==> src/rtl/vdl_pkg.sv <==
// Shared types and constants for the vertex diffuse lighting block.
// Used by every module under rtl/; no dependencies.
`default_nettype none

package vdl_pkg;

	localparam int LIGHT_SLOTS = 7;
	localparam int CNT_W      = 3;
	localparam int NORM_W     = 16;
	localparam int DIR_W      = 12;
	localparam int COL_W      = 8;
	localparam int FRAC_W     = 24;
	localparam int PROD_W     = NORM_W + DIR_W;
	localparam int DOT_W      = PROD_W + 2;
	localparam int POS_W      = PROD_W;
	localparam int TERM_W     = POS_W + COL_W;
	localparam int ACC_W      = COL_W + FRAC_W;
	localparam int SUM_W      = TERM_W + 1;

	localparam logic [ACC_W-1:0] ACC_FULL = ACC_W'(255) << FRAC_W;

	localparam int CFG_DATA_W = 64;
	localparam int CFG_ADDR_W = 6;
	localparam int CFG_IDX_W  = 3;

	localparam logic [CFG_IDX_W-1:0] REG_AMB = CFG_IDX_W'(7);

	// one light: rgb bytes low, direction x,y,z above
	typedef struct packed {
		logic [2:0][DIR_W-1:0] dir;
		logic [2:0][COL_W-1:0] col;
	} light_t;

	typedef struct packed {
		logic [CNT_W-1:0]      cnt;
		logic [2:0][COL_W-1:0] col;
	} amb_t;

	// what travels from cell to cell
	typedef struct packed {
		logic [2:0][NORM_W-1:0] nrm;
		logic [2:0][ACC_W-1:0]  acc;
	} item_t;

	typedef logic [2:0][COL_W-1:0] rgb_t;

endpackage

`default_nettype wire

==> src/rtl/vdl_cell.sv <==
// One light cell of the chain: dot product, clamp, color scale, accumulate.
// Four register stages. Depends on vdl_pkg.
`default_nettype none

module vdl_cell
	import vdl_pkg::*;
(
	input  wire logic   clk,
	input  wire logic   arst_n,
	input  wire logic   en,
	input  wire logic   active,
	input  light_t      light,
	input  wire logic   in_valid,
	input  item_t       in_item,
	output logic        out_valid,
	output item_t       out_item
);

	logic signed [PROD_W-1:0] prod    [3];
	logic signed [PROD_W-1:0] prod_s1 [3];
	logic signed [DOT_W-1:0]  dot;
	logic [POS_W-1:0]         dot_pos;
	logic [POS_W-1:0]         dot_s2;
	logic [TERM_W-1:0]        term_s3 [3];
	logic [SUM_W-1:0]         sum     [3];
	item_t                    item_s1, item_s2, item_s3, item_s4;
	logic                     v_s1, v_s2, v_s3, v_s4;

	always_comb begin
		for (int c = 0; c < 3; c++) begin
			prod[c] = PROD_W'($signed(in_item.nrm[c])) * PROD_W'($signed(light.dir[c]));
		end
	end

	assign dot = DOT_W'(prod_s1[0]) + DOT_W'(prod_s1[1]) + DOT_W'(prod_s1[2]);
	// only a strictly positive dot product of an enabled light contributes
	assign dot_pos = (active && !dot[DOT_W-1] && dot != '0) ? dot[POS_W-1:0] : '0;

	always_comb begin
		for (int c = 0; c < 3; c++) begin
			sum[c] = SUM_W'(item_s3.acc[c]) + SUM_W'(term_s3[c]);
		end
	end

	always_ff @(posedge clk or negedge arst_n) begin
		if (!arst_n) begin
			v_s1 <= 1'b0;
			v_s2 <= 1'b0;
			v_s3 <= 1'b0;
			v_s4 <= 1'b0;
		end else if (en) begin
			v_s1 <= in_valid;
			v_s2 <= v_s1;
			v_s3 <= v_s2;
			v_s4 <= v_s3;
		end
	end

	always_ff @(posedge clk) begin
		if (en) begin
			item_s1 <= in_item;
			for (int c = 0; c < 3; c++) prod_s1[c] <= prod[c];
			item_s2 <= item_s1;
			dot_s2  <= dot_pos;
			item_s3 <= item_s2;
			for (int c = 0; c < 3; c++) begin
				term_s3[c] <= TERM_W'(light.col[c]) * TERM_W'(dot_s2);
			end
			item_s4.nrm <= item_s3.nrm;
			// all terms are non-negative, so clamping every step matches a final clamp
			for (int c = 0; c < 3; c++) begin
				item_s4.acc[c] <= (sum[c] >= SUM_W'(ACC_FULL)) ? ACC_FULL
					: sum[c][ACC_W-1:0];
			end
		end
	end

	assign out_valid = v_s4;
	assign out_item  = item_s4;

endmodule

`default_nettype wire

==> config.mk <==
export PLATFORM = sky130hd
export DESIGN_NAME = vdl_cell
export DESIGN_NICKNAME = d
export VERILOG_FILES = /design/src/rtl/vdl_pkg.sv /design/src/rtl/vdl_cell.sv
export SDC_FILE = /design/constraint.sdc
export NUM_CORES = 2
export LEC_CHECK = 0
export BUFFER_PORTS_ARGS = -buffer_cell sky130_fd_sc_hd__buf_4
export CELL_PAD_IN_SITES_DETAIL_PLACEMENT = 0
export CELL_PAD_IN_SITES_GLOBAL_PLACEMENT = 1
export CORE_ASPECT_RATIO = 0.9
export CORE_MARGIN = 3
export CORE_UTILIZATION = 51
export DETAILED_ROUTE_END_ITERATION = 12
export GPL_ROUTABILITY_DRIVEN = 0
export HOLD_SLACK_MARGIN = 0.1
export PLACE_DENSITY_LB_ADDON = 0.1
export SLEW_MARGIN = 20
export SYNTH_ARGS = -nofsm -noshare
export SYNTH_HDL_FRONTEND = slang
export SYNTH_SLANG_ARGS = --single-unit
==> constraint.sdc <==
create_clock -name clk -period 6.2 [get_ports clk]
set_input_delay 0.62 -clock clk [delete_from_list [all_inputs] [get_ports clk]]
set_output_delay 0.62 -clock clk [all_outputs]
set_load 0.05 [all_outputs]
==> flow_summary.yaml <==
die:
  rows: 130
  num_io_pins: 354
  die_h_um: 363.7
  core-area_mm2: 0.1404
  fp.dieW_um: 403.4
  start_util: 0.5165
  die_area_mm2: 0.1467
placed_design:
  hpwlAfterDp_um: 125000
  io_buffer_count: 353
  placedCellCount: 8701
drt:
  drtIter0Drc: 2743
  drt_first_pass_iters: 6
  drc_errors: 0
  viasPerCell: 5.257
  wirelength_um: 159200
  wl_per_cell_um: 17.72
  antenna_left: 0
  vias: 47229
clock_network:
  clock_sinks: 800
  cts_tree: "done"
  clk_pin_slew_ps: 60
  cts_buffers: 88
  cts_root_buffer: "clkbuf_16"
  clkLatencyLatePin_ps: 700
  ctsLongestPathBuffers: 3
  htreeDepth: 3
synth:
  synth_area_leaders: "edfxtp_1 33%, fa_1 29%, ha_1 8.1%"
  netlist_instances: 6587
  synth_area_mm2: 0.07250
  syn_avg_cell_area_um2: 11.01
  synth-seq-cells: 800
  yosysSeqAreaShare: 0.3311
  ys_warn_count: 0
  synthArstFlopShare: 0.005000
  synth_top_area_cell: "edfxtp_1"
  synth_cell_types: 82
  synth_top_area_frac: 0.3297
  synth-edff-count: 796
  ys.flop_type: "edfxtp_1"
  syn_nets: 8299
timing:
  min_period_over_period: 0.9650
  tightest_slew_ps: 1014
  slew_headroom: 0.3238
  fin_crit_ps: 5983
  finalClockSkew_ps: 50.01
  holdWs_ps: 187.1
  finalSetupViolations: 0
  slew_violations: 0
  timing.fmax_mhz: 167.1
  hold_violations: 0
  rsz0062_at_grt: "false"
grt:
  antenna_found_initial: 2
  grt_max_degree: 149
  grt_pass1_wl_um: 261900
  grt_remaining_overflow: 0
  grt.total_usage: 0.2244
  grt_pass1_vias: 49557
layout:
  seqCellArea_mm2: 0.02400
  multi_input_area_mm2: 0.04352
  fin_nets: 8781
  final_cells: 8984
  drive_above_1_share: 0.09697
  antenna_cells: 0
  synthToLayoutAreaGrowth_pct: 13.05
  fill_cells: 11974
  final_common_cell: "inv_1"
  layout_common_cells: "1103 x inv_1, 1034 x fa_1, 796 x edfxtp_1"
  post-route-util: 0.5839
setup_path:
  path_cells: "dlygate4sd3_1, buf_4, and2_1, fa_1, inv_1, fa_1, fa_1, inv_1, fa_1, inv_1, fa_1, inv_1, ha_1, or3_1, nor2_1, a21oi_1, a211oi_2, buf_4, o31ai_1, or4b_1, a31o_2, a21oi_1, xnor2_1"
  crit_path_max_incr_delay_ps: 540
  cp.required_ps: 6650
  crit_start: "in_item[105]"
  crit_top_cell: "fa_1"
  critPathLaunchType: "input port"
  crit_arrival_ps: 6440
  crit_type: "in2reg"
  cp-end-kind: "register"
  r2r_setup_slack_ps: 230
  ff2ff_path_depth: 16
  crit_path_max_fanout: 5
  slowest_stage: "dlygate4sd3_1"
  r2r-start: "dot_s2[14]"
worst_hold_path:
  hold_path_class: "in2reg"
  whs_path_depth: 1
  min-delay-start: "in_item[103]"
run:
  maxCapViolCount: 0
outcome:
  status: "completed"
[area by class of cell]
| type | instances | share of cell area |
|---|---|---|
| Multi-Input combinational cell | 4452 | 0.5310 |
| Sequential cell | 800 | 0.2928 |
| Timing Repair Buffer | 624 | 0.06106 |
| Inverter | 1103 | 0.05051 |
| Clock buffer | 111 | 0.02828 |
| Tap cell | 1848 | 0.02821 |
| Clock inverter | 46 | 0.008151 |
[repair_timing]
item | 4_1_cts | 5_1_grt
resized for setup | 0 | 5
setup buffers | 4 | 22
hold buffers | 100 | 0
endpoints found under the hold margin | 103 | 0
pin swaps | 0 | 5
endpoints found under the setup margin | 1 | 7
[cells in the mapped netlist (5+ instances only)]
library cell	n
ha_1	469
o211ai_1	26
nand2b_1	50
o22ai_1	6
a21oi_1	221
and2_1	661
edfxtp_1	796
a31oi_1	24
or2_2	10
a211o_1	7
xor2_1	77
nor2b_1	32
a211oi_1	41
a21o_1	91
a221o_1	10
fa_1	1034
o41ai_1	6
clkbuf_1	220
and3_1	37
a311oi_1	8
nand2_1	700
o21bai_1	33
a2111oi_0	8
o31a_1	5
or3_1	20
nor2_1	230
nor4_1	9
buf_2	9
nor3_1	79
o21ai_0	132
nand3_1	52
nor3b_1	9
o31ai_1	10
nand4_1	24
o21a_1	48
inv_1	1103
o211a_1	6
xnor2_1	181
nand3b_1	5
o21ai_1	13
[metal layers]
| layer | track usage | up-vias | share of wire |
|---|---|---|---|
| met2 | 0.3869 | 921 | 0.50 |
| met5 | 0 | - | 0.000082 |
| met3 | 0.02775 | 192 | 0.040 |
| li1 | - | 22186 | - |
| met1 | 0.3037 | 23928 | 0.44 |
| met4 | 0.05547 | 2 | 0.025 |
[critical path, delay by kind of cell]
family                     cells  cell delay, ps
AOI/OAI and AO/OA              5             830
xor gates and xnor gates       1              80
adders and majority gates      6            2650
buffers and inverters          7            1040
and+or+nand+nor                4            1190
[cell families after synthesis]
group | after synthesis | share of synthesized area
DFF | 800 | 0.3311
AOI/OAI and AO/OA | 744 | 0.06646
and+or+nand+nor | 1939 | 0.1343
buffers and inverters | 1335 | 0.06937
muxes | 8 | 0.001173
adders and majority gates | 1503 | 0.3664
xor gates and xnor gates | 258 | 0.03117
[path summary, 6_finish.rpt]
kind / endpoint
setup / recovery: prod_s1[0][27]
hold / removal: item_s1[103]
setup reg to reg: term_s3[0][71]
hold reg to reg: item_s2[79]
max in group asynchronous: v_s1
min in group asynchronous: out_valid
[through the flow]
| stage | worst slack (ps) | setup TNS [ps] | cell area [um2] |
|---|---|---|---|
| finish | 217.0 | 0 | 81970 |
| global route | 2.136 | 0 | 81970 |
| CTS | 40.61 | 0 | 81770 |
| detailed placement | -73.82 | -132.8 | 77760 |
| global placement | -182.1 | -233.9 | 77760 |
| floorplan | 167.7 | 0 | 72500 |
[state kept, by name (all words and copies together) (netlist names)]
signal     count
out_item     144
item_s3      144
out_valid      1
item_s1      144
v_s3           1
prod_s1       84
v_s1           1
term_s3      108
dot_s2        28
item_s2      144
v_s2           1
Power is not shown: default switching activity piles up to over one toggle a cycle in this logic, so the estimate is an artifact.
