### config.mk
export PLATFORM = sky130hd
export DESIGN_NAME = vdl_obuf
export DESIGN_NICKNAME = d
export VERILOG_FILES = /design/src/rtl/vdl_pkg.sv /design/src/rtl/vdl_obuf.sv
export SDC_FILE = /design/constraint.sdc
export NUM_CORES = 1
export LEC_CHECK = 0
export BUFFER_PORTS_ARGS = -buffer_cell sky130_fd_sc_hd__buf_4
export CORE_MARGIN = 2
export CORE_UTILIZATION = 51
export CTS_CLUSTER_DIAMETER = 150
export CTS_CLUSTER_SIZE = 30
export DETAILED_ROUTE_END_ITERATION = 16
export HOLD_SLACK_MARGIN = 0.03
export PLACE_DENSITY = 0.81
export SLEW_MARGIN = 10
export SYNTH_ARGS = -nofsm -noshare
export SYNTH_HDL_FRONTEND = slang
export SYNTH_SLANG_ARGS = --single-unit
export TNS_END_PERCENT = 20
### constraint.sdc
create_clock -name clk -period 3.65 [get_ports clk]
set_input_delay 0.1825 -clock clk [delete_from_list [all_inputs] [get_ports clk]]
set_output_delay 0.1825 -clock clk [all_outputs]
set_load 0.1 [all_outputs]
### src/rtl/vdl_pkg.sv
// Shared types and constants for the vertex diffuse lighting block.
// Used by every module under rtl/; no dependencies.
`default_nettype none

package vdl_pkg;

	localparam int LIGHT_SLOTS = 7;
	localparam int CNT_W      = 3;
	localparam int NORM_W     = 16;
	localparam int DIR_W      = 12;
	localparam int COL_W      = 8;
	localparam int FRAC_W     = 24;
	localparam int PROD_W     = NORM_W + DIR_W;
	localparam int DOT_W      = PROD_W + 2;
	localparam int POS_W      = PROD_W;
	localparam int TERM_W     = POS_W + COL_W;
	localparam int ACC_W      = COL_W + FRAC_W;
	localparam int SUM_W      = TERM_W + 1;

	localparam logic [ACC_W-1:0] ACC_FULL = ACC_W'(255) << FRAC_W;

	localparam int CFG_DATA_W = 64;
	localparam int CFG_ADDR_W = 6;
	localparam int CFG_IDX_W  = 3;

	localparam logic [CFG_IDX_W-1:0] REG_AMB = CFG_IDX_W'(7);

	// one light: rgb bytes low, direction x,y,z above
	typedef struct packed {
		logic [2:0][DIR_W-1:0] dir;
		logic [2:0][COL_W-1:0] col;
	} light_t;

	typedef struct packed {
		logic [CNT_W-1:0]      cnt;
		logic [2:0][COL_W-1:0] col;
	} amb_t;

	// what travels from cell to cell
	typedef struct packed {
		logic [2:0][NORM_W-1:0] nrm;
		logic [2:0][ACC_W-1:0]  acc;
	} item_t;

	typedef logic [2:0][COL_W-1:0] rgb_t;

endpackage

`default_nettype wire

### src/rtl/vdl_obuf.sv
// Output register with one skid entry so the chain keeps moving while a
// result waits. Depends on vdl_pkg.
`default_nettype none

module vdl_obuf
	import vdl_pkg::*;
(
	input  wire logic clk,
	input  wire logic arst_n,
	input  wire logic in_valid,
	input  rgb_t      in_rgb,
	output logic      full,
	output logic      out_valid,
	input  wire logic out_ready,
	output rgb_t      out_rgb
);

	logic out_v_q, skid_v_q;
	rgb_t out_q, skid_q;
	logic pop, push;

	assign pop  = out_v_q && out_ready;
	assign push = in_valid && !skid_v_q;

	always_ff @(posedge clk or negedge arst_n) begin
		if (!arst_n) begin
			out_v_q  <= 1'b0;
			skid_v_q <= 1'b0;
		end else begin
			if (skid_v_q) begin
				if (pop) begin
					skid_v_q <= 1'b0;
				end
			end else if (push) begin
				if (!out_v_q || pop) begin
					out_v_q <= 1'b1;
				end else begin
					skid_v_q <= 1'b1;
				end
			end else if (pop) begin
				out_v_q <= 1'b0;
			end
		end
	end

	always_ff @(posedge clk) begin
		if (skid_v_q) begin
			if (pop) out_q <= skid_q;
		end else if (push) begin
			if (!out_v_q || pop) begin
				out_q <= in_rgb;
			end else begin
				skid_q <= in_rgb;
			end
		end
	end

	assign full      = skid_v_q;
	assign out_valid = out_v_q;
	assign out_rgb   = out_q;

endmodule

`default_nettype wire

==> results of run 1 <==
==> state kept, by name, summed over array words and instances (netlist names) <==
| signal | count |
|---|---|
| out_rgb | 24 |
| skid_q | 24 |
| out_valid | 1 |
| full | 1 |
==> logic make-up (layout without fill, tap and decap cells) <==
group | Yosys count | in the layout | synth area share (%)
DFF | 50 | 50 | 77.5
buffers and inverters | 4 | 66 | 2.60
AOI/OAI and AO/OA | 4 | 4 | 1.24
muxes | 24 | 24 | 17.6
and+or+nand+nor | 4 | 4 | 1.11
==> cell type report <==
cell class                      count  share of cell area [%]
Inverter                            1                   0.152
Clock buffer                        5                    2.79
Timing Repair Buffer               57                    17.5
Tap cell                           48                    2.44
Clock inverter                      3                   0.660
Multi-Input combinational cell     32                    16.0
Sequential cell                    50                    60.5
==> path summary, 6_finish.rpt <==
check                                          from               endpoint  slack [ns]  cells past startpoint
worst min register to register  skid_q[0]$_DFFE_PP_   out_rgb[0]$_DFFE_PP_        0.56                      1
worst max-delay path                 full$_DFF_PN0_   skid_q[15]$_DFFE_PP_        1.49                      4
worst max register to register       full$_DFF_PN0_   skid_q[15]$_DFFE_PP_        1.49                      4
worst min-delay path                      in_rgb[3]    skid_q[3]$_DFFE_PP_        0.07                      1
max in group asynchronous                    arst_n         full$_DFF_PN0_        3.34                      2
min in group asynchronous                    arst_n  out_valid$_DFFE_PN0P_        0.22                      2
==> what timing repair did <==
action / 4_1_cts / 5_1_grt
hold buffers: 1 / 0
gates resized for setup: 0 / 0
hold endpoints to repair: 2 / 0
==> routing by layer <==
metal / share of wire [%] / vias up
li1: - / 454
met1: 42 / 468
met2: 49 / 47
met3: 8.3 / 4
met4: 0.98 / 0
met5: 0 / -
==> layout by cell type (no fill, tap or decap), drive strengths merged <==
cell	n
dlygate4sd3	1
o21ai	1
clkbuf	5
edfxtp	48
nor2b	1
inv	1
a21oi	2
a2bb2oi	1
nor3	1
buf	56
mux2	24
nand2b	1
dfrtp	2
nand2	1
clkinvlp	1
clkinv	2
==> per-stage QoR <==
stage	hold slack, ns	setup slack, ns	cells
2_1_floorplan	-0.113	0.338	86
3_3_place_gp	-0.0339	1.59	187
3_5_place_dp	-0.0327	1.48	187
4_1_cts	0.0619	1.46	196
5_1_grt	0.0512	1.36	196
6_report	0.0722	1.49	196
==> synth_stat cells <==
master / count / share of area [%]
nand2b_1: 1 / 0.33
mux2_4: 18 / 14
edfxtp_1: 48 / 75
buf_12: 1 / 1.0
buf_8: 1 / 0.78
mux2_2: 6 / 3.5
o21ai_0: 1 / 0.26
a2bb2oi_1: 1 / 0.46
nand2_1: 1 / 0.19
nor2b_1: 1 / 0.33
nor3_1: 1 / 0.26
inv_1: 1 / 0.19
dfrtp_1: 2 / 2.6
a21oi_1: 2 / 0.52
buf_6: 1 / 0.59
==> results.yml, run 1 <==
routing:
  post_drt_via_cell_ratio: 4.96
  ant_nets: 0
  dr.pass1.iters: 4
  vias: 973
  wirelength_mm: 3.05
  drt_iter0_drc: 61
  drc_errors: 0
  wire_per_inst_um: 15.6
sta:
  timing.fmax_mhz: 463
  tightest_slew_ns: 0.786
  fin_setup_tns_ns: 0
  rsz0062_at_grt: "no"
  fin_worst_skew_ns: 0.00734
  setup_viol: 0
  slew_viol_final: 0
  hold_viol: 0
  max_slew_margin_pct: 47.3
  period_share_pct: 59.2
  fin_crit_ns: 2.16
clocking:
  ctsHtreeMaxLevel: 2
  clock-sinks: 50
  post_cts_buffers: 0
  cts_buffer_depth: 2
  worstSkewPairLatency_ns: 0.29
  clkTransAtPathRegs_ns: 0.09
  cts_root_buffer: "clkbuf_8"
  cts_tree: "built"
  cts_buffers: 5
worst_setup_path:
  cpMostUsedCell: "buf_4"
  worst_path_max_delay_cell: "nor3_2"
  path_class: "reg -> reg"
  cp_num_buf_inv: 2
  path_cells: "buf_4 > nand2b_1 > nor3_2 > buf_4"
  max_stage_delay_ns: 0.62
  worstPathArrival_ns: 2.15
  cp-start-kind: "flip-flop"
  crit_family: "simple AND/OR/NAND/NOR gates"
  cp-end-kind: "flip-flop"
  required_ns: 3.64
  crit_fanout: 29
worst_hold_path:
  hp-class: "in -> reg"
final_layout:
  multi_input_area_um2: 394
  drive_gt1_share_pct: 60.1
  area.growth.synth_to_final_pct: 28.1
  diodes: 0
  nFillCells: 259
  regArea_um2: 1490
  utilization_pct: 67.8
  final_area_um2: 2460
  final_nets: 175
synthesis:
  synth.avg_cell_area_um2: 22.4
  netlist_area_um2: 1920
  seq_area_frac_synth_pct: 77.5
  synth_fp_nets: 114
  ys_warn_count: 0
  synth_cell_type_count: 15
  synth.ff_latch_count: 50
  postSynthCellCount: 86
die:
  dieArea_um2: 4280
  initial_utilization_pct: 53.0
  die_x_um: 65.4
  die_height_um: 65.4
  coreArea_um2: 3630
  ios: 54
  rows: 22
global_route:
  antenna_found_initial: 0
  use_met1_pct: 19.8
  grt_pass1_wl_mm: 4.83
  grt_pass1_vias: 985
  grt_max_degree: 30
  use_met2_pct: 24.9
  track_usage_pct: 15.6
  use_met3_pct: 5.31
  overflow: 0
  grt_busiest_layer: "met2"
status:
  outcome: "finished clean"
placement:
  dp_hpwl_mm: 2.21
  place_area_um2: 2370
  place_congestion: 0.663
  io_buffers: 53
run:
  cap_viol_max_count: 0
Power of run 1 is not shown: default switching activity piles up to over one toggle a cycle in this logic, so the estimate is an artifact.
==> run 2: changes to the inputs <==
- ABC_AREA: default -> 1
- CORE_UTILIZATION: 51 -> 46
- PLACE_DENSITY: 0.81 -> 0.78
- clock period: 3.65 -> 1.78 ns (I/O delays scaled with it)
==> run 2 against run 1 <==
- global-route usage grew 1.9 points
- via count grew 30%
- die area grew 8.7%
- worst setup slack lost 1.3 ns
- utilization grew 0.69 points
- critical path depth shrank 1
- area after synthesis shrank 1.4%
- clock-buffer cell count is the same
- flip-flop and latch count is the same
- critical endpoint is now skid_q[22]$_DFFE_PP_
- largest cell class unchanged
- highest routed layer unchanged
==> results.yml, run 2 <==
status:
  outcome: "finished clean"
global_route:
  use_met1_pct: 21.5
  grt_max_degree: 25
  grt_pass1_wl_mm: 5.63
  grt_busiest_layer: "met2"
  overflow: 0
  track_usage_pct: 17.5
  grt_pass1_vias: 1253
  use_met2_pct: 27.2
  use_met3_pct: 5.26
  antenna_found_initial: 0
die:
  die_height_um: 68.2
  ios: 54
  rows: 23
  initial_utilization_pct: 47.8
  dieArea_um2: 4650
  coreArea_um2: 3970
  die_x_um: 68.2
sta:
  hold_viol: 0
  fin_crit_ns: 1.56
  rsz0062_at_grt: "no"
  fin_setup_tns_ns: 0
  tightest_slew_ns: 0.494
  slew_viol_final: 0
  timing.fmax_mhz: 641
  fin_worst_skew_ns: 0.00488
  max_slew_margin_pct: 67.0
  setup_viol: 0
  period_share_pct: 87.6
worst_setup_path:
  r2r_slack_ns: 0.22
  required_ns: 1.68
  reg2reg_to: "skid_q[22]$_DFFE_PP_"
  worstPathArrival_ns: 1.46
  cp-end-kind: "flip-flop"
  r2r_cells: 3
  path_class: "reg -> reg"
  cp-start-kind: "flip-flop"
  r2r-start: "full$_DFF_PN0_"
  crit_fanout: 24
synthesis:
  yosysMostFrequentCell: "nand2_1"
  ys_warn_count: 0
  synthFlopType: "edfxtp_1"
  synth_top_area_share_pct: 76.0
  yosys-top-cells-count: "nand2_1, edfxtp_1, nand2_2, buf_6, inv_1"
  synth_edf_count: 48
  synth.ff_latch_count: 50
  synth_fp_nets: 171
  synth.avg_cell_area_um2: 13.3
  seq_area_frac_synth_pct: 78.6
  netlist_area_um2: 1900
  synth_area_leaders: "edfxtp_1, nand2_1, dfrtp_1"
  postSynthCellCount: 143
  ys_async_sr_fraction_pct: 4.00
  synth_area_leader_cell: "edfxtp_1"
  synth_cell_type_count: 11
run:
  cap_viol_max_count: 0
worst_hold_path:
  min_path_cells: 3
  min-delay-start: "in_valid"
  hp-class: "in -> reg"
  hold_path_end: "out_valid$_DFFE_PN0P_"
routing:
  drc_errors: 0
  ant_nets: 0
  vias: 1264
  wire_per_inst_um: 12.9
  dr.pass1.iters: 4
  post_drt_via_cell_ratio: 4.55
  drt_iter0_drc: 93
  wirelength_mm: 3.58
final_layout:
  mostFrequentLayoutCells: "nand2_1, buf_4, edfxtp_1"
  nFillCells: 291
  final_nets: 255
  final_common_cell: "nand2_1"
  area.growth.synth_to_final_pct: 43.5
  drive_gt1_share_pct: 33.3
  diodes: 0
placement:
  io_buffers: 53
  dp_hpwl_mm: 2.35
  place_congestion: 0.742
clocking:
  cts_tree: "built"
  cts_buffer_depth: 2
  worstSkewPairLatency_ns: 0.30
  cts_root_buffer: "clkbuf_8"
  ctsHtreeMaxLevel: 2
  cts_buffers: 5
  clkTransAtPathRegs_ns: 0.08
  clock-sinks: 50
-- run 2: cell types whose count changed after synthesis, sizes merged, moves of 2 or more --
cell | before | now
inv | 1 | 5
mux2 | 24 | 0
nor2 | 0 | 2
nand2 | 1 | 79
buf | 3 | 5
-- run 2: final cells by class --
cell class                      instances  area, um^2  area share, %
Tap cell                               50        62.6           2.30
Clock buffer                            5        68.8           2.53
Clock inverter                          3        40.0           1.47
Timing Repair Buffer                   82         678           24.9
Inverter                                5        30.0           1.10
Multi-Input combinational cell         83         345           12.7
Sequential cell                        50        1500           55.0
-- run 2: worst max-delay path by stage --
| stage | from | to | slack, ns | cells past startpoint |
|---|---|---|---|---|
| floorplan | full$_DFF_PN0_ | out_rgb[0]$_DFFE_PP_ | 0.005 | 4 |
| global placement | full$_DFF_PN0_ | skid_q[3]$_DFFE_PP_ | 0.25 | 3 |
| detailed placement | full$_DFF_PN0_ | skid_q[21]$_DFFE_PP_ | 0.22 | 3 |
| CTS | full$_DFF_PN0_ | skid_q[5]$_DFFE_PP_ | 0.21 | 3 |
| global route | full$_DFF_PN0_ | skid_q[22]$_DFFE_PP_ | 0.13 | 3 |
| finish | full$_DFF_PN0_ | skid_q[22]$_DFFE_PP_ | 0.22 | 3 |
-- run 2: routing by layer --
metal | vias up | wire length, um | part of all wire, %
met3 | 11 | 246 | 6.9
li1 | 638 | - | -
met4 | 0 | 132 | 3.7
met2 | 56 | 1710 | 48
met1 | 559 | 1490 | 42
met5 | - | 0 | 0
-- run 2: stage by stage --
step	instances	hold slack, ns	utilization, %	instance area [um^2]	worst slack [ns]
3_3_place_gp	245	-0.125	59.5	2360	0.246
6_report	278	0.0586	68.5	2720	0.220
5_1_grt	278	0.0583	68.5	2720	0.127
4_1_cts	278	0.0542	68.5	2720	0.207
3_5_place_dp	245	-0.126	59.5	2360	0.218
2_1_floorplan	143	-0.207	-	1930	0.00473
-- run 2: logic make-up after synthesis --
family,count (synthesis),synth area share (%)
compound gates,1,0.264
buf+inv,10,4.16
flops,50,78.6
simple gates,82,17.0
-- run 2: worst max-delay path: stages, from the launching register on --
cell and delay (ns):
dfrtp_4 0.52, nor2_1 0.07, nand2_1 0.13, clkinvlp_4 0.43
-- run 2: what timing repair did --
item,CTS,global route
gates resized for setup,0,0
hold endpoints to repair,26,0
hold buffers,25,0
setup buffers,0,0
Power of run 2 is left out for the same reason.
