===== src/rtl/vdl_pkg.sv =====
// Shared types and constants for the vertex diffuse lighting block.
// Used by every module under rtl/; no dependencies.
`default_nettype none

package vdl_pkg;

	localparam int LIGHT_SLOTS = 7;
	localparam int CNT_W      = 3;
	localparam int NORM_W     = 16;
	localparam int DIR_W      = 12;
	localparam int COL_W      = 8;
	localparam int FRAC_W     = 24;
	localparam int PROD_W     = NORM_W + DIR_W;
	localparam int DOT_W      = PROD_W + 2;
	localparam int POS_W      = PROD_W;
	localparam int TERM_W     = POS_W + COL_W;
	localparam int ACC_W      = COL_W + FRAC_W;
	localparam int SUM_W      = TERM_W + 1;

	localparam logic [ACC_W-1:0] ACC_FULL = ACC_W'(255) << FRAC_W;

	localparam int CFG_DATA_W = 64;
	localparam int CFG_ADDR_W = 6;
	localparam int CFG_IDX_W  = 3;

	localparam logic [CFG_IDX_W-1:0] REG_AMB = CFG_IDX_W'(7);

	// one light: rgb bytes low, direction x,y,z above
	typedef struct packed {
		logic [2:0][DIR_W-1:0] dir;
		logic [2:0][COL_W-1:0] col;
	} light_t;

	typedef struct packed {
		logic [CNT_W-1:0]      cnt;
		logic [2:0][COL_W-1:0] col;
	} amb_t;

	// what travels from cell to cell
	typedef struct packed {
		logic [2:0][NORM_W-1:0] nrm;
		logic [2:0][ACC_W-1:0]  acc;
	} item_t;

	typedef logic [2:0][COL_W-1:0] rgb_t;

endpackage

`default_nettype wire


===== src/rtl/vdl_cfg.sv =====
// APB register file: seven light registers and the ambient/count register.
// Depends on vdl_pkg.
`default_nettype none

module vdl_cfg
	import vdl_pkg::*;
(
	input  wire logic                  clk,
	input  wire logic                  arst_n,
	input  wire logic                  psel,
	input  wire logic                  penable,
	input  wire logic                  pwrite,
	input  wire logic [CFG_ADDR_W-1:0] paddr,
	input  wire logic [CFG_DATA_W-1:0] pwdata,
	output logic      [CFG_DATA_W-1:0] prdata,
	output logic                       pready,
	output light_t                     lights [LIGHT_SLOTS],
	output amb_t                       amb
);

	light_t               light_q [LIGHT_SLOTS];
	amb_t                 amb_q;
	logic [CFG_IDX_W-1:0] idx;
	logic                 wr;

	assign idx    = paddr[CFG_ADDR_W-1:CFG_ADDR_W-CFG_IDX_W];
	assign wr     = psel && penable && pwrite;
	assign pready = 1'b1;

	always_ff @(posedge clk or negedge arst_n) begin
		if (!arst_n) begin
			for (int i = 0; i < LIGHT_SLOTS; i++) light_q[i] <= '0;
			amb_q <= '0;
		end else if (wr) begin
			if (32'(idx) < LIGHT_SLOTS) begin
				light_q[idx] <= pwdata[$bits(light_t)-1:0];
			end else if (idx == REG_AMB) begin
				amb_q <= pwdata[$bits(amb_t)-1:0];
			end
		end
	end

	always_comb begin
		prdata = '0;
		if (32'(idx) < LIGHT_SLOTS) begin
			prdata = CFG_DATA_W'(light_q[idx]);
		end else if (idx == REG_AMB) begin
			prdata = CFG_DATA_W'(amb_q);
		end
	end

	assign lights = light_q;
	assign amb    = amb_q;

endmodule

`default_nettype wire


===== config.mk =====
export PLATFORM = sky130hd
export DESIGN_NAME = vdl_cfg
export DESIGN_NICKNAME = d
export VERILOG_FILES = /design/src/rtl/vdl_pkg.sv /design/src/rtl/vdl_cfg.sv
export SDC_FILE = /design/constraint.sdc
export NUM_CORES = 1
export LEC_CHECK = 0
export ABC_AREA = 1
export BUFFER_PORTS_ARGS = -buffer_cell sky130_fd_sc_hd__buf_2
export CORE_AREA = 2 2 232 234
export CTS_CLUSTER_DIAMETER = 60
export DETAILED_ROUTE_END_ITERATION = 8
export DIE_AREA = 0 0 234 236
export GPL_TIMING_DRIVEN = 0
export PLACE_DENSITY = 0.72
export SLEW_MARGIN = 15
export SYNTH_ARGS = -nofsm -noshare
export SYNTH_HDL_FRONTEND = slang
export SYNTH_SLANG_ARGS = --single-unit
export TNS_END_PERCENT = 5

===== constraint.sdc =====
create_clock -name clk -period 2.2 [get_ports clk]
set_input_delay 0.11 -clock clk [delete_from_list [all_inputs] [get_ports clk]]
set_output_delay 0.11 -clock clk [all_outputs]
set_load 0.05 [all_outputs]

==> run summary, run 1 <==
cell mode on critical path -> buf_2
Worst Path Buf+Inv -> 5
Synth area leader -> dfrtp_1
final hold vios -> 0
synthesized flop and latch total -> 447
gpl congestion -> 0.965
Slowest-stage cell, CP -> clkbuf_1
Top delay family on crit path -> buffers and inverters
post-synthesis adder-cell area fraction -> 0%
reg2reg end -> lights[157]
post-DR wirelength/cell -> 24.1 microns
largest net degree at the start of global routing -> 101
Detailed Route Iter0 Violations -> 2964
area grow syn2layout -> 28.6%
Setup TNS -> -41.8 ps
r2r startpoint -> lights[157]
initial antenna violation count -> 8
die height -> 236 microns
final setup violation count -> 2
clk buf depth -> 3
Slew headroom -> 30.0%
min cycle time layout -> 2230 ps
Synth Area in Simple Gates -> 26.4%
Critical Path Start -> paddr[5]
initial core utilization -> 41.1%
Via Count -> 24100
Post-Synth XOR/XNOR Area -> 0%
TritonCTS Buffers -> 53
layout cells sized above 1 -> 21.9%
CTS root buf -> clkbuf_16
synthesized area -> 21800 sq um
clk_skew -> 0 ps
clk_lat worst skew -> 620 ps
FMAX -> 449 MHz
final net count -> 3688
VDD IR-drop max -> 0.630 mV
Leak -> 15.0 nW
dpl cells -> 4192
max_cap viols -> 0
mux contribution to synthesized area -> 0%
fin crit share -> 101%
Ports -> 587
Mapped Cells -> 2942
syn_area_per_cell -> 7.41 sq um
worst path arrival time -> 2120 ps
antenna violation net count after detailed routing -> 0
Cell Chain, Critical Path -> buf_2 -> buf_2 -> buf_2 -> clkbuf_1 -> nand2_1 -> nand2_1 -> buf_2
DRC -> 0
status -> finished, violations left
vias in the first global route -> 22200
final WL -> 105000 microns
area of the die -> 55200 sq um
Worst setup SP type -> input port
RSZ-0062 raised after global routing -> true
CTS sink cnt -> 447
crit-path max cell delay -> 590 ps
post-synthesis sequential area ratio -> 51.3%
top-area cell type share of the netlist area -> 51.3%
clock transition at the registers of the reported paths -> 60 ps
DR pass1 iterations -> 6
R2R depth -> 2
complex-gate fraction of the synthesized area -> 12.5%
final cell count without fillers -> 4354
# rows -> 85
Cell variety after synth -> 20
setup ws final -> -28.6 ps
r2r setup slk -> 1420 ps
failing checks -> setup timing
H-tree levels -> 2
final slew viol count -> 0
first-pass GRT wire length -> 150000 microns
CP required -> 2090 ps
FILL cells -> 5181
All-Layer GR Usage -> 37.2%
Port Buffers -> 546
vias per cell -> 5.54
crit end category -> output pin
die width -> 234 microns
hpwl dp -> 75900 microns
gr ovfl total -> 0
Core Area -> 53100 sq um
min-delay worst type -> in -> async
power per cell area -> 1220 nW/um^2
CTS tree -> yes
Worst-Margin Slew -> 1050 ps
synth top area cells -> dfrtp_1, nand2_1, o21ai_0, inv_1, nand3_1
Ys Warns -> 0
Critical Path Fanout Max -> 10
largest family of logic cells by synthesized area -> simple AND/OR/NAND/NOR gates
crit path kind -> in -> out
how the worst max path moves through the flow:
stage | endpoint | slack (ps) | cells after the start
after floorplan | prdata[17] | 680 | 8
final | prdata[49] | -30 | 7
after detailed placement | prdata[25] | -240 | 11
after global placement | lights[293] | -8300 | 1
after CTS | prdata[50] | 9 | 7
after global routing | prdata[35] | -80 | 8
cell type report:
| cell class | count | area [sq um] | share of cell area, % |
|---|---|---|---|
| sequential | 447 | 11200 | 39.9 |
| multi-input combinational | 2003 | 8490 | 30.3 |
| timing repair buffer | 613 | 3510 | 12.5 |
| clock buffer | 79 | 1590 | 5.66 |
| buffer | 230 | 1170 | 4.19 |
| inverter | 265 | 997 | 3.56 |
| tap | 696 | 871 | 3.11 |
| clock inverter | 18 | 210 | 0.750 |
| antenna | 3 | 7.51 | 0.0268 |
layer usage:
layer / vias to the layer above / share of wire, % / GRT usage (%)
li1: 10500 / - / -
met1: 11600 / 39 / 50.5
met2: 1703 / 44 / 55.2
met3: 333 / 11 / 9.62
met4: 2 / 5.5 / 17.8
met5: - / 0.0076 / 0
cell usage after synthesis (all sizes together):
cell type / number
nand3: 117
clkbuf: 87
dfrtp: 447
buf: 143
clkinv: 2
nand4: 29
nand2: 1266
conb: 2
nor2: 42
o21ai: 544
inv: 263
where the power goes:
group | internal [mW] | total (mW) | switching, mW | leakage (nW)
combinational | 2.65 | 13.7 | 11.1 | 8.78
sequential | 10.0 | 11.4 | 1.38 | 5.36
clock | 5.35 | 9.15 | 3.80 | 0.879
total | 18.0 | 34.3 | 16.3 | 15.0
sequential cells by signal, summed over array words and instances, names as in the netlist:
register  count
amb          27
lights      420
logic make-up after synthesis:
kind of cell	Yosys count
simple gates	1454
compound gates	544
other cells	2
flops	447
buf+inv	495
metrics by stage:
step | utilization [%] | power [mW] | setup WS, ps | instance area, sq um | hold slack, ps
finish | 52.8 | 34.3 | -28.6 | 28000 | 54.8
global route | 52.8 | 35.4 | -81.9 | 28000 | 66.3
CTS | 52.7 | 34.1 | 8.88 | 28000 | 45.7
detailed placement | 48.1 | 24.9 | -236 | 25500 | -21.9
global placement | 47.9 | 24.8 | -8300 | 25400 | 417
floorplan | - | 20.7 | 681 | 21800 | -186
tightest hold or removal path, delay by kind of cell:
kind / cells / cell delay, ps
buffers and inverters: 3 / 890
placed cells by master, fill, tap and decap left out, drive strengths merged:
cell type | synthesis | layout
conb | 2 | 5
nand4 | 29 | 29
o21ai | 544 | 544
dfrtp | 447 | 447
nand2 | 1266 | 1266
nand3 | 117 | 117
buf | 143 | 688
clkinvlp | 0 | 3
bufinv | 0 | 3
inv | 263 | 266
clkinv | 2 | 11
diode | 0 | 3
dlygate4sd3 | 0 | 61
nor2 | 42 | 42
clkbuf | 87 | 173
timing repair:
action                                  in CTS  in global routing
hold buffers                                62                  0
endpoints found under the setup margin      32                 49
resized for setup                           12                 23
hold endpoints to repair                   640                  0
buffers inserted                             0                  0
No activity file was read; power rests on OpenSTA's default activity.
==> inputs of run 2 (changes only) <==
BUFFER_PORTS_ARGS = not set   (was -buffer_cell sky130_fd_sc_hd__buf_2)
DONT_BUFFER_PORTS = 1   (was not set)
PLACE_DENSITY = 0.63   (was 0.72)
==> run summary, run 2 (synthesis results as in run 1) <==
worst path arrival time -> 2070 ps
die height -> 236 microns
Leak -> 12.3 nW
most common cell after layout, fill and taps aside -> nand2_1
FMAX -> 458 MHz
CTS root buf -> clkbuf_16
area grow syn2layout -> 17.3%
Placed Area -> 22700 sq um
All-Layer GR Usage -> 37.3%
dpl cells -> 3641
Via Count -> 22000
Ports -> 587
post-DR wirelength/cell -> 27.8 microns
CTS sink cnt -> 447
min-delay worst type -> in -> async
CP required -> 2090 ps
DR pass1 iterations -> 6
Worst-Margin Slew -> 1030 ps
Critical Path Fanout Max -> 3
RSZ-0062 raised after global routing -> true
gr ovfl total -> 0
clk_skew -> 0 ps
# rows -> 85
vias per cell -> 5.79
TritonCTS Buffers -> 52
Cell Chain, Critical Path -> nand4_1 -> nand2_1 -> nor2_1 -> nand2_2
antenna violation net count after detailed routing -> 0
first-pass GRT wire length -> 149000 microns
post-CTS setup buffer count -> 0
Largest register FFs -> 420
final core occ -> 48.1%
crit path kind -> reg -> out
post-cts hold buffer count -> 60
clk_lat worst skew -> 620 ps
Slowest-stage cell, CP -> dfrtp_1
final net count -> 3134
Core Area -> 53100 sq um
final slew viol count -> 0
power per cell area -> 1270 nW/um^2
final hold vios -> 447
Slew headroom -> 31.2%
final hold slack -> -782 ps
Worst Path Buf+Inv -> 0
Top delay family on crit path -> simple AND/OR/NAND/NOR gates
initial antenna violation count -> 3
VDD IR-drop max -> 0.666 mV
final setup violation count -> 0
gpl congestion -> 0.969
cell area after layout -> 25500 sq um
clock transition at the registers of the reported paths -> 60 ps
DRC -> 0
die width -> 234 microns
Worst setup SP type -> flop
crit end category -> output pin
clk buf depth -> 3
H-tree levels -> 2
min cycle time layout -> 2180 ps
failing checks -> hold timing
final cell count without fillers -> 3795
hpwl dp -> 75500 microns
commonest cells after routing, fill and taps aside -> nand2_1, o21ai_0, dfrtp_2
crit-path max cell delay -> 630 ps
area of the die -> 55200 sq um
max_cap viols -> 0
Port Buffers -> 0
vias in the first global route -> 20700
final WL -> 106000 microns
Detailed Route Iter0 Violations -> 2523
layout cells sized above 1 -> 18.7%
status -> finished, violations left
largest net degree at the start of global routing -> 448
initial core utilization -> 41.1%
CTS tree -> yes
fin crit share -> 99.2%
## run 2: path summary, 6_finish.rpt
kind / startpoint / to / slack [ps] / cells past startpoint
max in group asynchronous: arst_n / lights[263] / 2180 / 0
min reg2reg: lights[348] / lights[348] / 730 / 2
min in group clk: paddr[3] / amb[7] / 190 / 4
max reg2reg: lights[86] / lights[86] / 1070 / 2
min: arst_n / lights[298] / -780 / 0
max: lights[8] / prdata[8] / 20 / 4
## run 2: layout make-up
cell class | instances | area [sq um]
timing repair buffer | 60 | 601
tap | 696 | 871
sequential | 447 | 11600
inverter | 265 | 1000
clock buffer | 73 | 1530
fill | 5224 | 27500
buffer | 230 | 1140
multi-input combinational | 2003 | 8620
clock inverter | 18 | 219
antenna | 3 | 7.51
## run 2: worst reg2reg max path, stage by stage, from the launching register on
cell	delay [ps]
dfrtp_1	720
inv_1	150
o21ai_0	190
## run 2: repair_timing
| action | 4_1_cts | 5_1_grt |
|---|---|---|
| hold endpoints to repair | 894 | 447 |
| pin swaps | 0 | 0 |
| endpoints found under the setup margin | 60 | 56 |
| gates resized for setup | 204 | 153 |
## run 2: where the power goes
part,total [mW],leakage (nW),internal [mW],switching [mW]
Combinational,4.69,6.37,1.29,3.40
Sequential,18.8,5.06,10.1,8.64
Clock,9.06,0.854,5.31,3.76
Total,32.5,12.3,16.7,15.8
## run 2: stage by stage
step                setup TNS (ps)  worst slack, ps  power, mW
finish                           0             18.3       32.5
global route                  -160            -53.8       33.5
CTS                           -111             -111       32.2
detailed placement            -990             -149       22.9
global placement              -739             -162       22.8
floorplan                        0              681       20.7
## run 2: routing by layer
layer	vias up	GRT usage, %	part of all wire, %
li1	9423	-	-
met1	10700	47.5	37
met2	1505	56.1	44
met3	313	13.9	13
met4	0	17.4	5.4
met5	-	0	0
==> inputs of run 3 (changes only) <==
ABC_AREA = not set   (was 1)
CORE_AREA = 2 2 230 232   (was 2 2 232 234)
DIE_AREA = 0 0 232 234   (was 0 0 234 236)
PLACE_DENSITY = 0.61   (was 0.63)
==> run summary, run 3 <==
DRC -> 0
Worst setup SP type -> flop
most common cell after layout, fill and taps aside -> mux2_2
antenna violation net count after detailed routing -> 0
min cycle time layout -> 2210 ps
WL met2 -> 41000 microns
Synth area leader -> dfrtp_1
total power -> 30.6 mW
final hold vios -> 447
DR WL met3 -> 8070 microns
final net count -> 1661
Leak -> 10.5 nW
hpwl dp -> 58300 microns
clock transition at the registers of the reported paths -> 60 ps
Placed Area -> 21300 sq um
Ys Warns -> 0
TritonCTS Buffers -> 52
CTS tree -> yes
worst path arrival time -> 2100 ps
syn_area_per_cell -> 13.9 sq um
VDD IR-drop max -> 0.727 mV
initial core utilization -> 39.1%
clk_skew -> 0 ps
crit path kind -> reg -> out
All-Layer GR Usage -> 30.3%
Top Metal Used -> met5
Worst-Margin Slew -> 2200 ps
Critical Path Fanout Max -> 3
final hold slack -> -806 ps
area grow syn2layout -> 21.8%
fin crit share -> 100%
Cell variety after synth -> 42
Post-synth top cells -> dfrtp_1, mux2_2, nor2_1
area of the die -> 54300 sq um
initial antenna violation count -> 3
Mapped Cells -> 1460
Detailed Route Iter0 Violations -> 1040
Largest register FFs -> 420
clk_lat worst skew -> 590 ps
Via Count -> 14200
# rows -> 84
most frequent cell after synthesis -> dfrtp_1
post-cts hold buffer count -> 63
Synth Flop Type -> dfrtp_1
status -> finished, violations left
vias in the first global route -> 14700
CTS sink cnt -> 447
Port Buffers -> 0
post-synthesis sequential area ratio -> 55.0%
final slew viol count -> 247
CTS root buf -> clkbuf_16
synthesized flop and latch total -> 447
crit end category -> output pin
largest net degree at the start of global routing -> 448
Ports -> 587
RSZ-0062 raised after global routing -> true
cell area after layout -> 24800 sq um
gr ovfl total -> 0
power per cell area -> 1240 nW/um^2
max_cap viols -> 0
synthesized area -> 20300 sq um
CP required -> 2090 ps
FMAX -> 453 MHz
final WL -> 84600 microns
Core Area -> 52000 sq um
vias per cell -> 6.12
post-DR wirelength/cell -> 36.5 microns
Slew headroom -> -46.5%
ys async rst share -> 100%
clk buf depth -> 3
number of synthesized flops with an enable pin -> 0
failing checks -> hold timing, slew limit, setup timing
setup ws final -> -5.48 ps
H-tree levels -> 2
final setup violation count -> 2
layout cells sized above 1 -> 53.9%
top-area cell type share of the netlist area -> 55.0%
DR pass1 iterations -> 5
FILL cells -> 4594
min-delay worst type -> in -> async
first-pass GRT wire length -> 116000 microns
die height -> 234 microns
commonest cells after routing, fill and taps aside -> mux2_2, dfrtp_1, dfrtp_2
gpl congestion -> 0.901
die width -> 232 microns
synth top area cells -> dfrtp_1, mux2_2, mux2i_1, mux2_1, mux4_2
wl on met1 -> 32400 microns
run 3: area by class of cell:
| type | instances | area, sq um | share of cell area [%] |
|---|---|---|---|
| flip-flops and latches | 447 | 11400 | 46.0 |
| well taps | 688 | 861 | 3.48 |
| diodes | 2 | 5.00 | 0.0202 |
| clock inverters | 16 | 149 | 0.601 |
| repair buffers | 69 | 688 | 2.78 |
| plain buffers | 107 | 842 | 3.40 |
| multi-input cells | 906 | 9270 | 37.4 |
| inverters | 3 | 13.8 | 0.0556 |
| clock buffers | 79 | 1550 | 6.27 |
run 3: final timing paths:
| kind | startpoint | slack (ps) | to | depth (start not counted) |
|---|---|---|---|---|
| min reg2reg | lights[290] | 740 | lights[290] | 1 |
| max in group asynchronous | arst_n | 1080 | lights[230] | 0 |
| min in group clk | penable | 130 | lights[312] | 4 |
| max reg2reg | lights[222] | 1050 | lights[222] | 1 |
| min | arst_n | -810 | lights[233] | 0 |
| max | lights[83] | -5 | prdata[23] | 3 |
run 3: power by group:
group          leakage [nW]  switching (mW)  internal [mW]
logic                  4.18            2.33           1.97
registers              5.51            7.90           9.82
clock network         0.832            3.67           4.91
total                  10.5            13.9           16.7
run 3: worst max-delay path, cell delays in order, from the launching register on:
cell and delay (ps):
dfrtp_2 570, mux2i_1 130, a211o_1 320, a41oi_4 470
run 3: what timing repair did:
item | CTS | global route
resized for setup | 274 | 64
endpoints found under the hold margin | 894 | 447
pin swaps | 16 | 15
endpoints found under the setup margin | 60 | 53
setup buffers | 4 | 2
run 3: logic make-up after synthesis:
logic type	synth area share [%]
other	0.0370
flip-flops	55.0
multiplexers	30.4
AND/OR/NAND/NOR	3.37
buffers and inverters	3.80
AO/OA/AOI/OAI	7.31
run 3: metal layers:
layer	GRT usage [%]	vias to the layer above
met1	36.5	7541
met2	50.0	770
met3	10.5	199
met5	0	-
li1	-	5672
met4	11.4	2
run 3: metrics by stage:
step | utilization, % | std cells | setup TNS (ps) | setup WS (ps)
floorplan | - | 1463 | 0 | 41.5
global placement | 40.7 | 2151 | -63010 | -1310
detailed placement | 40.9 | 2151 | -52500 | -1010
CTS | 47.3 | 2313 | -896 | -103
global route | 47.6 | 2315 | -275 | -32.9
finish | 47.6 | 2317 | -7.24 | -5.48
